File: src/hdl/edns_of_pkg.sv
// Package for the EDNS option finder: phase encoding, status codes and
// field widths shared by the channel interfaces and the top level.
// No dependencies.
`timescale 1ns / 1ps
`default_nettype none

package edns_of_pkg;

    // Parse position inside the OPT record
    typedef enum logic [2:0] {
        PH_LEN_HI,
        PH_LEN_LO,
        PH_CODE_HI,
        PH_CODE_LO,
        PH_OLEN_HI,
        PH_OLEN_LO,
        PH_SKIP
    } phase_t;

    typedef logic [1:0] status_t;

    localparam status_t STATUS_FOUND     = 2'd0;
    localparam status_t STATUS_NOT_FOUND = 2'd1;
    localparam status_t STATUS_INVALID   = 2'd2;

    localparam int unsigned CNT_W = 17;

    // Option header bytes and byte counter ceiling (2 + 65535)
    localparam logic [15:0]      HDR_BYTES = 16'd4;
    localparam logic [CNT_W-1:0] COUNT_MAX = 17'd65537;

endpackage

`default_nettype wire

File: src/hdl/edns_of_if.sv
// Valid/ready channel interfaces of the EDNS option finder: byte input,
// result output and option code write channel. Depends on edns_of_pkg.
`timescale 1ns / 1ps
`default_nettype none

interface edns_of_byte_if;
    import edns_of_pkg::*;

    logic       valid;
    logic       ready;
    logic [7:0] data_byte;
    logic       last_byte;

    modport source (output valid, output data_byte, output last_byte, input ready);
    modport sink   (input valid, input data_byte, input last_byte, output ready);
endinterface

interface edns_of_result_if;
    import edns_of_pkg::*;

    logic        valid;
    logic        ready;
    status_t     status;
    logic [15:0] option_offset;
    logic [15:0] option_size;

    modport source (output valid, output status, output option_offset,
                    output option_size, input ready);
    modport sink   (input valid, input status, input option_offset,
                    input option_size, output ready);
endinterface

interface edns_of_cfg_if;
    import edns_of_pkg::*;

    logic        valid;
    logic        ready;
    logic [15:0] wanted_code;

    modport source (output valid, output wanted_code, input ready);
    modport sink   (input valid, input wanted_code, output ready);
endinterface

`default_nettype wire

File: src/hdl/edns_option_finder_top.sv
// Top level of the EDNS option finder: walks OPT record rdata one byte per
// item and reports the first option matching the configured code.
// Depends on edns_of_pkg and the channel interfaces in edns_of_if.sv.
//
//  channel   dir   payload                                   item
//  in_ch     in    data_byte[7:0], last_byte                 one buffer byte
//  out_ch    out   status[1:0], option_offset, option_size   one result per buffer
//  cfg_ch    in    wanted_code[15:0]                         option code write
//
// One byte is taken per cycle; the parse state updates at the accepting edge.
// The result of a buffer is shown on out_ch the cycle after its last byte.
// in_ch stalls only while a result sits in the output register untaken.
// cfg_ch is always ready. Reset clears the parse state, the result valid
// and the option code (code 0).
`timescale 1ns / 1ps
`default_nettype none

module edns_option_finder_top
(
    input  wire logic              clk,
    input  wire logic              rst_n,
    edns_of_byte_if.sink           in_ch,
    edns_of_result_if.source       out_ch,
    edns_of_cfg_if.sink            cfg_ch
);
    import edns_of_pkg::*;

    // State registers
    phase_t             phase_reg, phase_next, phase_upd;
    logic [CNT_W-1:0]   count_reg, count_next, count_upd;
    logic [15:0]        rdlen_reg, rdlen_next, rdlen_upd;
    logic [15:0]        consumed_reg, consumed_next, consumed_upd;
    logic [15:0]        code_reg, code_next, code_upd;
    logic [15:0]        olen_reg, olen_next, olen_upd;
    logic [15:0]        skip_reg, skip_next, skip_upd;
    logic               found_reg, found_next, found_upd;
    logic [15:0]        moff_reg, moff_next, moff_upd;
    logic [15:0]        msize_reg, msize_next, msize_upd;
    logic               overrun_reg, overrun_next, overrun_upd;
    logic               stopped_reg, stopped_next, stopped_upd;
    logic [15:0]        wanted_reg;

    // Result register
    logic               out_valid_reg;
    status_t            status_reg, status_next;
    logic [15:0]        out_off_reg, out_off_next;
    logic [15:0]        out_size_reg, out_size_next;

    logic               in_fire;
    logic               take;
    logic               finish;

    // Header arithmetic on the current byte
    logic [15:0]        consumed_inc;
    logic [15:0]        rdlen_full;
    logic [15:0]        olen_full;
    logic [15:0]        code_full;
    logic               room_lo;
    logic               room_next;
    logic               overrun_hit;
    logic               code_hit;
    logic               skip_done;
    logic               len_known;

    assign in_ch.ready  = !out_valid_reg || out_ch.ready;
    assign cfg_ch.ready = 1'b1;
    assign in_fire      = in_ch.valid && in_ch.ready;
    assign take         = in_fire && !stopped_reg;
    assign finish       = in_fire && in_ch.last_byte;

    assign consumed_inc = consumed_reg + 16'd1;
    assign rdlen_full   = {rdlen_reg[15:8], in_ch.data_byte};
    assign olen_full    = {olen_reg[15:8], in_ch.data_byte};
    assign code_full    = {code_reg[15:8], in_ch.data_byte};
    assign room_lo      = (rdlen_full - consumed_reg) >= HDR_BYTES;
    assign room_next    = (rdlen_reg - consumed_inc) >= HDR_BYTES;
    assign overrun_hit  = olen_full > (rdlen_reg - consumed_inc);
    assign code_hit     = code_reg == wanted_reg;
    assign skip_done    = skip_reg == 16'd1;

    // Phase next state
    always_comb
    begin
        phase_upd = phase_reg;
        if (take)
        begin
            case (phase_reg)
                PH_LEN_HI:  phase_upd = PH_LEN_LO;
                PH_LEN_LO:  phase_upd = room_lo ? PH_CODE_HI : PH_LEN_LO;
                PH_CODE_HI: phase_upd = PH_CODE_LO;
                PH_CODE_LO: phase_upd = PH_OLEN_HI;
                PH_OLEN_HI: phase_upd = PH_OLEN_LO;
                PH_OLEN_LO:
                begin
                    if (overrun_hit || code_hit)
                        phase_upd = PH_OLEN_LO;
                    else if (olen_full == 16'd0)
                        phase_upd = room_next ? PH_CODE_HI : PH_OLEN_LO;
                    else
                        phase_upd = PH_SKIP;
                end
                PH_SKIP:
                begin
                    if (skip_done && room_next)
                        phase_upd = PH_CODE_HI;
                end
                default:    phase_upd = PH_LEN_HI;
            endcase
        end
        phase_next = finish ? PH_LEN_HI : phase_upd;
    end

    // Datapath updates for one byte
    always_comb
    begin
        count_upd    = (in_fire && count_reg < COUNT_MAX) ? count_reg + 17'd1 : count_reg;
        rdlen_upd    = rdlen_reg;
        consumed_upd = consumed_reg;
        code_upd     = code_reg;
        olen_upd     = olen_reg;
        skip_upd     = skip_reg;
        found_upd    = found_reg;
        moff_upd     = moff_reg;
        msize_upd    = msize_reg;
        overrun_upd  = overrun_reg;
        stopped_upd  = stopped_reg;
        if (take)
        begin
            case (phase_reg)
                PH_LEN_HI:
                    rdlen_upd = {in_ch.data_byte, 8'd0};
                PH_LEN_LO:
                begin
                    rdlen_upd = rdlen_full;
                    if (!room_lo)
                        stopped_upd = 1'b1;
                end
                PH_CODE_HI:
                begin
                    code_upd     = {in_ch.data_byte, 8'd0};
                    consumed_upd = consumed_inc;
                end
                PH_CODE_LO:
                begin
                    code_upd     = code_full;
                    consumed_upd = consumed_inc;
                end
                PH_OLEN_HI:
                begin
                    olen_upd     = {in_ch.data_byte, 8'd0};
                    consumed_upd = consumed_inc;
                end
                PH_OLEN_LO:
                begin
                    olen_upd     = olen_full;
                    consumed_upd = consumed_inc;
                    if (overrun_hit)
                    begin
                        overrun_upd = 1'b1;
                        stopped_upd = 1'b1;
                    end
                    else if (code_hit)
                    begin
                        found_upd   = 1'b1;
                        // header started four bytes back, rdata starts at offset 2
                        moff_upd    = consumed_inc - 16'd2;
                        msize_upd   = olen_full + HDR_BYTES;
                        stopped_upd = 1'b1;
                    end
                    else if (olen_full == 16'd0)
                    begin
                        if (!room_next)
                            stopped_upd = 1'b1;
                    end
                    else
                    begin
                        skip_upd = olen_full;
                    end
                end
                PH_SKIP:
                begin
                    consumed_upd = consumed_inc;
                    skip_upd     = skip_reg - 16'd1;
                    if (skip_done && !room_next)
                        stopped_upd = 1'b1;
                end
                default:
                    stopped_upd = stopped_reg;
            endcase
        end
    end

    // Result of the buffer and clearing of the parse state on the last byte
    assign len_known = (phase_upd != PH_LEN_HI && phase_upd != PH_LEN_LO) || stopped_upd;

    always_comb
    begin
        status_next   = STATUS_NOT_FOUND;
        out_off_next  = 16'd0;
        out_size_next = 16'd0;
        if (!len_known || count_upd < ({1'b0, rdlen_upd} + 17'd2) || overrun_upd)
        begin
            status_next = STATUS_INVALID;
        end
        else if (found_upd)
        begin
            status_next   = STATUS_FOUND;
            out_off_next  = moff_upd;
            out_size_next = msize_upd;
        end

        count_next    = finish ? '0 : count_upd;
        rdlen_next    = finish ? '0 : rdlen_upd;
        consumed_next = finish ? '0 : consumed_upd;
        code_next     = finish ? '0 : code_upd;
        olen_next     = finish ? '0 : olen_upd;
        skip_next     = finish ? '0 : skip_upd;
        found_next    = finish ? 1'b0 : found_upd;
        moff_next     = finish ? '0 : moff_upd;
        msize_next    = finish ? '0 : msize_upd;
        overrun_next  = finish ? 1'b0 : overrun_upd;
        stopped_next  = finish ? 1'b0 : stopped_upd;
    end

    // Parse state registers
    always_ff @(posedge clk or negedge rst_n)
    begin
        if (!rst_n)
        begin
            phase_reg    <= PH_LEN_HI;
            count_reg    <= '0;
            rdlen_reg    <= '0;
            consumed_reg <= '0;
            code_reg     <= '0;
            olen_reg     <= '0;
            skip_reg     <= '0;
            found_reg    <= 1'b0;
            moff_reg     <= '0;
            msize_reg    <= '0;
            overrun_reg  <= 1'b0;
            stopped_reg  <= 1'b0;
        end
        else
        begin
            phase_reg    <= phase_next;
            count_reg    <= count_next;
            rdlen_reg    <= rdlen_next;
            consumed_reg <= consumed_next;
            code_reg     <= code_next;
            olen_reg     <= olen_next;
            skip_reg     <= skip_next;
            found_reg    <= found_next;
            moff_reg     <= moff_next;
            msize_reg    <= msize_next;
            overrun_reg  <= overrun_next;
            stopped_reg  <= stopped_next;
        end
    end

    // Option code register
    always_ff @(posedge clk or negedge rst_n)
    begin
        if (!rst_n)
            wanted_reg <= '0;
        else if (cfg_ch.valid && cfg_ch.ready)
            wanted_reg <= cfg_ch.wanted_code;
    end

    // Result valid
    always_ff @(posedge clk or negedge rst_n)
    begin
        if (!rst_n)
            out_valid_reg <= 1'b0;
        else if (finish)
            out_valid_reg <= 1'b1;
        else if (out_ch.ready)
            out_valid_reg <= 1'b0;
    end

    // Result payload
    always_ff @(posedge clk)
    begin
        if (finish)
        begin
            status_reg   <= status_next;
            out_off_reg  <= out_off_next;
            out_size_reg <= out_size_next;
        end
    end

    assign out_ch.valid         = out_valid_reg;
    assign out_ch.status        = status_reg;
    assign out_ch.option_offset = out_off_reg;
    assign out_ch.option_size   = out_size_reg;

endmodule

`default_nettype wire
File: src/flat_wrapper.sv
// flat-port wrapper written by rule: the top's interface ports become plain ports
module edns_option_finder_top_flat import edns_of_pkg::*;
  (clk, rst_n, in_ch_valid, in_ch_data_byte, in_ch_last_byte, in_ch_ready, out_ch_valid, out_ch_status, out_ch_option_offset, out_ch_option_size, out_ch_ready, cfg_ch_valid, cfg_ch_wanted_code, cfg_ch_ready);
  edns_of_byte_if in_ch_i ();
  edns_of_result_if out_ch_i ();
  edns_of_cfg_if cfg_ch_i ();
  input  wire logic clk;
  input  wire logic rst_n;
  input wire logic [$bits(in_ch_i.valid)-1:0] in_ch_valid;
  input wire logic [$bits(in_ch_i.data_byte)-1:0] in_ch_data_byte;
  input wire logic [$bits(in_ch_i.last_byte)-1:0] in_ch_last_byte;
  output wire logic [$bits(in_ch_i.ready)-1:0] in_ch_ready;
  output wire logic [$bits(out_ch_i.valid)-1:0] out_ch_valid;
  output wire logic [$bits(out_ch_i.status)-1:0] out_ch_status;
  output wire logic [$bits(out_ch_i.option_offset)-1:0] out_ch_option_offset;
  output wire logic [$bits(out_ch_i.option_size)-1:0] out_ch_option_size;
  input wire logic [$bits(out_ch_i.ready)-1:0] out_ch_ready;
  input wire logic [$bits(cfg_ch_i.valid)-1:0] cfg_ch_valid;
  input wire logic [$bits(cfg_ch_i.wanted_code)-1:0] cfg_ch_wanted_code;
  output wire logic [$bits(cfg_ch_i.ready)-1:0] cfg_ch_ready;
  assign in_ch_i.valid = in_ch_valid;
  assign in_ch_i.data_byte = in_ch_data_byte;
  assign in_ch_i.last_byte = in_ch_last_byte;
  assign in_ch_ready = in_ch_i.ready;
  assign out_ch_valid = out_ch_i.valid;
  assign out_ch_status = out_ch_i.status;
  assign out_ch_option_offset = out_ch_i.option_offset;
  assign out_ch_option_size = out_ch_i.option_size;
  assign out_ch_i.ready = out_ch_ready;
  assign cfg_ch_i.valid = cfg_ch_valid;
  assign cfg_ch_i.wanted_code = cfg_ch_wanted_code;
  assign cfg_ch_ready = cfg_ch_i.ready;
  edns_option_finder_top u_core (.clk(clk), .rst_n(rst_n), .in_ch(in_ch_i), .out_ch(out_ch_i), .cfg_ch(cfg_ch_i));
endmodule
File: config.mk
export PLATFORM = sky130hd
export DESIGN_NAME = edns_option_finder_top_flat
export DESIGN_NICKNAME = d
export VERILOG_FILES = /design/src/hdl/edns_of_pkg.sv /design/src/hdl/edns_of_if.sv /design/src/hdl/edns_option_finder_top.sv /design/src/flat_wrapper.sv
export SDC_FILE = /design/constraint.sdc
export NUM_CORES = 1
export LEC_CHECK = 0
export CAP_MARGIN = 15
export CORE_ASPECT_RATIO = 1.2
export CORE_MARGIN = 1.5
export CORE_UTILIZATION = 60
export DETAILED_ROUTE_END_ITERATION = 16
export DONT_BUFFER_PORTS = 1
export HOLD_SLACK_MARGIN = 0.02
export PLACE_DENSITY_LB_ADDON = 0.1
export SLEW_MARGIN = 20
export SYNTH_ARGS = -nofsm -noshare
export SYNTH_HDL_FRONTEND = slang
export SYNTH_SLANG_ARGS = --single-unit
export TNS_END_PERCENT = 10
File: constraint.sdc
create_clock -name clk -period 7.45 [get_ports clk]
set_input_delay 1.49 -clock clk [delete_from_list [all_inputs] [get_ports clk]]
set_output_delay 1.49 -clock clk [all_outputs]
set_load 0.01 [all_outputs]
Word-level counts from Yosys, hierarchy flattened:

Cells that the tools add are included.

* add/subtract/negate cells: 8
* order comparisons: 5
* bitwise gates (word level): 1
* eq/ne operators: 14
* reductions and logical operators: 33
* shift-type cells: 0
* mux-type cells: 59
* divide/modulo/power cells: 0
* multiply operators: 0

Operators by type and width (number)
* 16-bit two-way mux: 24
* 16-bit one-hot mux with 2 select lines: 4
* 17-bit two-way mux: 2
* 16-bit by 3-bit >= comparator with 1-bit output, second input constant: 2
* 16-bit subtractor: 2
* 3-bit one-hot mux with 7 select lines: 1
* 1-bit two-way mux: 20
* 3-bit two-way mux: 6
* 16-bit by 2-bit adder with 17-bit output, second input constant: 1
* 17-bit by 1-bit adder with 17-bit output, second input constant: 1
* 17-bit < comparator: 1
* 17-bit < comparator, second input constant: 1
* 16-bit by 1-bit adder with 16-bit output, second input constant: 1
* 16-bit by 3-bit adder with 16-bit output, second input constant: 1
* 16-bit by 1-bit equality test with 1-bit output, second input constant: 1
* 16-bit equality test: 1
* 16-bit > comparator: 1
* 16-bit logical NOT: 1
* 16-bit by 1-bit subtractor with 16-bit output, second input constant: 1
* 16-bit by 2-bit subtractor with 16-bit output, second input constant: 1
* 2-bit nonzero test: 5
* 3-bit equality test, second input constant: 3
* 3-bit by 2-bit != test with 1-bit output, second input constant: 3
* 3-bit nonzero test: 3
* 16 further kinds: 33

* RAM bits: 0
* latch bits: 0
* input port bits: 30
* memories: 0
* register bits after elaboration: 178
* output and inout port bits: 37
* memory bits (read-only): 0

Depth between registers and ports, before layout:

* depth after elaboration: 15
* mapped depth: 25
* mapped depth without buffers: 23

Worst setup path before layout:

OpenSTA, ideal clock, no wires.

* path kind: input to register
* from: input out_ch_ready
* to: register u_core.out_size_reg[15] (netlist: u_core.out_ch.option_size[15]) (data pin)
* path buffers: 2
* setup slack: 1.806 ns
* stages on the path: 23
* library setup time: 0.261 ns
* arrival time: 5.383 ns
* cells stage by stage: nand2b_1 and2_1 and3_1 clkbuf_1 and3_1 a21oi_1 or3_1 or2_2 or3_1 nand2b_1 xnor2_1 ha_1 a21o_1 a21oi_1 nor2b_1 o21ai_0 nand2b_1 a21oi_1 nor2b_1 o31ai_1 a311o_4 buf_6 nor2_2

* cells in the longest elaborated chain, start to end: 11

RTL lines
* start, declared: line flat_wrapper.sv:17 `input wire logic [$bits(out_ch_i.ready)-1:0] out_ch_ready;`
* 1-bit logical OR (*): line edns_option_finder_top.sv:65 `assign in_ch.ready = !out_valid_reg || out_ch.ready;`
* 1-bit logical AND (*): line edns_option_finder_top.sv:67 `assign in_fire = in_ch.valid && in_ch.ready;`
* parallel branches: the longest is 9 deep, another holds 16-bit by 2-bit adder with 17-bit output
* end signal, assigned: line edns_option_finder_top.sv:287 `out_size_reg <= out_size_next;`
* end, declared: line edns_option_finder_top.sv:47 `logic [15:0] out_size_reg, out_size_next;`

Every way passes the cells marked *.
A chain may end at the register's enable or synchronous reset.

Worst setup path after layout:

* from: register u_core.consumed_reg[1]
* to: register u_core.out_off_reg[1] (netlist: u_core.out_ch.option_offset[1]) (data pin)

* cells in the longest elaborated chain, start to end: 15

RTL lines
* start, declared: line edns_option_finder_top.sv:32 `logic [15:0] consumed_reg, consumed_next, consumed_upd;`
* start signal, assigned: line edns_option_finder_top.sv:248 `consumed_reg <= consumed_next;`
* 16-bit by 1-bit adder with 16-bit output: line edns_option_finder_top.sv:71 `assign consumed_inc = consumed_reg + 16'd1;`
* 16-bit subtractor: line edns_option_finder_top.sv:76, edns_option_finder_top.sv:77
* 16-bit by 3-bit >= comparator with 1-bit output: line edns_option_finder_top.sv:76 `assign room_next = (rdlen_reg - consumed_inc) >= HDR_BYTES;`
* 3-bit two-way mux: line edns_option_finder_top.sv:98 `phase_upd = room_next ? PH_CODE_HI : PH_OLEN_LO;`
* 3-bit two-way mux: line edns_option_finder_top.sv:97 `else if (olen_full == 16'd0)`
* 3-bit two-way mux: line edns_option_finder_top.sv:95 `if (overrun_hit || code_hit)`
* 3-bit one-hot mux with 7 select lines: line edns_option_finder_top.sv:87 `case (phase_reg)`
* 3-bit two-way mux: line edns_option_finder_top.sv:85 `if (take)`
* 3-bit by 1-bit != test with 1-bit output or 3-bit nonzero test (tied branches): line edns_option_finder_top.sv:194 `assign len_known = (phase_upd != PH_LEN_HI && phase_upd != PH_LEN_LO) || stopped_upd;`
* 1-bit logical AND: line edns_option_finder_top.sv:194
* 1-bit logical OR: line edns_option_finder_top.sv:194
* 1-bit logical NOT: line edns_option_finder_top.sv:201 `if (!len_known || count_upd < ({1'b0, rdlen_upd} + 17'd2) || overrun_upd)`
* 1-bit logical OR (2 in a row): line edns_option_finder_top.sv:201
* 2-bit OR reduction (no source line)
* end signal, assigned: line edns_option_finder_top.sv:286 `out_off_reg <= out_off_next;`
* end, declared: line edns_option_finder_top.sv:46 `logic [15:0] out_off_reg, out_off_next;`

Parallel ways exist; a longest one is shown, timed or not.

==> summary.txt <==
Run status
  – Status: complete, no violations

Timing
  – Worst setup margin: approximately 1100 ps
  – Clk_skew: ~16 ps
  – Fin. Hold Viols: 0
  – Slew Limit Fails: 0
  – RSZ-0062 raised after global routing: false
  – # setup viols final: 0
  – Least-Margin Pin Slew: about 1000 ps
  – Final min period: 6350 ps
  – Total negative slack: 0 ps
  – Relative slew margins: roughly 30%
  – FMAX: 157 MHz
  – Period utilization: between 80% and 90%

Pwr
  – Pint: approximately 2.4 mW
  – Pleak: approximately 5.3 nW
  – Comb pwr share: 45.3%
  – Flop pwr share: 31.9%
  – Switch Pwr: 1.69 mW
  – Clock power frac: between 20% and 30%
  – Peak supply drop: between 0.0002 and 0.00025 V
  – PwrDens: between 300 and 400 nW/µm²
  – Net Sw Frac: about two fifths

Floorplanning
  – Number of cell rows: 56
  – Die width: about 130 µm
  – I/O pins: 67
  – Initial cell density of the core: about three fifths
  – Die height: around 160 µm
  – Die area: between 20,000 and 25,000 µm²
  – Core Region: 19,600 µm²

Clocking
  – Clk buf depth: 2
  – TritonCTS Sinks: ~180
  – CTS buffer count: 17
  – CTS tree: yes
  – CTS root buf: clkbuf_16
  – H-tree depth: 4
  – Worst-path clk slew: 70 ps
  – Post-CTS Setup Repair Bufs: 0
  – Post-CTS Hold Buffers: 0
  – Post-CTS Resized: 0
  – Clock latency on the worst-skew pair: 440 ps

Logic synthesis
  – Warnings from Yosys: 0
  – Sequential share of the synthesized area: a little under two fifths
  – Top_reg_cell synth: dfrtp_1
  – Mapped Area: about 12,000 µm²
  – Synth unique cells: 91
  – Asr flop ratio synth: about four fifths
  – Cell taking the most area after synthesis: dfrtp_1
  – Cells after Synth: 1,313
  – Number of flops mapped to enable cells by yosys: 34
  – Area contributors post-synth: dfrtp_1 (30%), edfxtp_1 (8.5%), ha_1 (6.2%), xnor2_1 (5.7%), nor2_1 (4.7%)
  – Post-Syn Nets: ~1,400
  – Syn avg cell area: between 9 and 10 µm²
  – Register bit total from synthesis: roughly 180
  – Synth top area share: 29.8%

Routing
  – 1st-pass router iterations: 6
  – WL/cell: between 15 and 20 µm
  – First DRT Iteration DRCs: slightly above 900
  – Vias per std cell: 6.21
  – Vias: 9,617
  – DRC errors left: 0
  – DRT antenna net count: 0
  – Drt total wl: about 30,000 µm

Setup path
  – Cell Chain, Critical Path: ha_1, nand4_1, nor2_1, nand2_1, xnor2_1, ha_1, a31o_2, or3_1, nand3_1, nand3_1, ha_1, nand3_1, nor4_1, a21oi_1, a311oi_1, mux2i_2, o21ai_0, and3_1, a311o_4, nor2_1
  – Critical path class: reg2reg
  – Startpoint types: flip-flop
  – CP max-delay cell: a311o_4
  – Crit. End Element: flip-flop
  – Crit path launch: u_core.consumed_reg[1]$_DFFE_PN0P_
  – Worst Path Arrival: between 6000 and 7000 ps
  – CP max FO: 32
  – Max incr delay on CP: around 640 ps
  – RR Startpoint: u_core.consumed_reg[1]$_DFFE_PN0P_
  – WP data required: roughly 7600 ps

Placement
  – DP Wirelength: between 20,000 and 25,000 µm
  – Port-buffer cells: 0
  – Placer Congestion: 0.891
  – Post-DP Area: approximately 12,000 µm²
  – Placed Cells: roughly 1,500
  – Dpl ws: 1180 ps

Global routing
  – Total track usage: between 20 and 30%
  – Initial antenna violation count: 0
  – First-pass GRT wire length: around 48,000 µm
  – Largest net degree at the start of global routing: between 100 and 150
  – Global route total overflow: 0
  – Vias in the first global route: between 9,000 and 10,000

Finish
  – Diodes inserted: 0
  – Fin area: about 13,000 µm²
  – Non-Filler Instances: approximately 1,500
  – Nets: roughly 1,400
  – Seq. cell area: around 4600 µm²
  – Fillers: 1,639
  – Core Util, Final: about 65%
  – Syn-to-layout area delta: 5.44%
  – Share of layout cells above drive strength 1: under 10%
  – Multi-input combinational cell area: 6920 µm²
  – Largest register FFs: 17

Min path
  – Worst min-delay path startpoint: u_core.found_reg$_DFF_PN0_
  – Worst Hold Class: reg2reg

Job
  – Max-cap viol count: 0
## synth_stat cells, types with 4 or more instances
cell and instances:
nor2_1 151, dfrtp_1 144, nand2_1 111, xnor2_1 79, o21ai_0 72, ha_1 60
inv_1 52, a21oi_1 50, nand3_1 46, mux2i_1 44, clkbuf_1 40, edfxtp_1 34
nor2_2 32, xor2_1 31, and3_1 26, nand4_1 26, nor3_1 22, and2_1 19
mux2_2 18, nor4_1 18, a21o_1 14, nand2b_1 14, a22oi_1 13, a31oi_1 13
or3_1 13, nor2b_1 11, o31ai_1 9, buf_6 8, a211oi_1 7, buf_2 6
nand3b_1 6, o211ai_1 6, o21a_1 6, a31o_2 5, buf_4 5, maj3_1 5
or2_2 5, o22ai_1 4, o41ai_1 4, xnor3_1 4
## final timing paths
check | depth (start not counted) | endpoint | slack [ps]
setup reg to reg | 20 | u_core.out_ch.option_offset[1]$_SDFFCE_PP0P_ | 1100
hold reg to reg | 2 | u_core.found_reg$_DFF_PN0_ | 510
max in group asynchronous | 0 | u_core.consumed_reg[4]$_DFFE_PN0P_ | 6360
min in group asynchronous | 0 | u_core.consumed_reg[13]$_DFFE_PN0P_ | 740
hold / removal | 2 | u_core.found_reg$_DFF_PN0_ | 510
setup / recovery | 20 | u_core.out_ch.option_offset[1]$_SDFFCE_PP0P_ | 1100
## power groups by stage
| stage | clock network [mW] | logic [mW] | registers, mW |
|---|---|---|---|
| 2_1_floorplan | 0 | 1.52 | 1.20 |
| 3_3_place_gp | 0 | 1.78 | 1.30 |
| 3_5_place_dp | 0 | 1.82 | 1.31 |
| 4_1_cts | 0.944 | 1.83 | 1.29 |
| 5_1_grt | 0.987 | 2.07 | 1.31 |
| 6_report | 0.929 | 1.84 | 1.30 |
## placed cells by master, fill, tap and decap left out, types with 6 or more instances in the layout
cell,instances
clkbuf_16,17
a31oi_1,12
a22oi_1,13
o31ai_1,9
xnor2_1,79
inv_1,51
nand3_1,46
nand4_1,26
nand2_1,111
nor2_2,32
or3_1,13
and2_1,19
nor2b_1,11
nand2b_1,14
nor4_1,18
a21oi_1,50
nand3b_1,6
a21o_1,14
buf_4,6
o21ai_0,72
xor2_1,31
dfrtp_1,144
ha_1,60
a211oi_1,7
mux2i_1,44
o211ai_1,6
edfxtp_1,34
mux2_2,18
nor3_1,22
and3_1,26
nor2_1,151
o21a_1,6
## logic make-up (layout without fill, tap and decap cells)
| group | after synthesis | after routing | synth area share (%) |
|---|---|---|---|
| AND/OR/NAND/NOR | 522 | 522 | 21.7 |
| AO/OA/AOI/OAI | 245 | 245 | 13.4 |
| flip-flops | 178 | 178 | 38.3 |
| XOR/XNOR | 118 | 118 | 9.41 |
| buffers and inverters | 117 | 91 | 4.54 |
| adder cells (fa/ha/maj) | 69 | 69 | 7.15 |
| multiplexers | 63 | 63 | 5.44 |
| other | 1 | 1 | 0.0311 |
## metal layers
metal | vias to the layer above | track usage (%) | wire length (µm)
met4 | 0 | 11.1 | 886
li1 | 4571 | - | -
met1 | 4653 | 37.9 | 12900
met5 | - | 0 | 0
met3 | 68 | 4.78 | 1670
met2 | 325 | 49.1 | 14000
## worst max-delay path, delay by kind of cell (launching register included)
kind / cells / cell delay (ps)
AO/OA/AOI/OAI: 5 / 1650
XOR/XNOR: 1 / 450
adder cells (fa/ha/maj): 3 / 1090
flip-flops: 1 / 480
multiplexers: 1 / 190
AND/OR/NAND/NOR: 10 / 2180
## layout make-up
| cell class | count | share of cell area [%] |
|---|---|---|
| Tap cell | 261 | 2.56 |
| Clock buffer | 17 | 3.34 |
| Timing Repair Buffer | 6 | 0.354 |
| Multi-Input combinational cell | 1018 | 54.4 |
| Clock inverter | 15 | 1.47 |
| Inverter | 53 | 1.58 |
| Sequential cell | 178 | 36.3 |
## stage by stage
| step | hold WS [ps] | power, mW |
|---|---|---|
| finish | 512 | 4.07 |
| global route | 520 | 4.37 |
| CTS | 514 | 4.06 |
| detailed placement | 497 | 3.12 |
| global placement | 488 | 3.08 |
| floorplan | 461 | 2.72 |
Power figures use the tool's default switching activity.
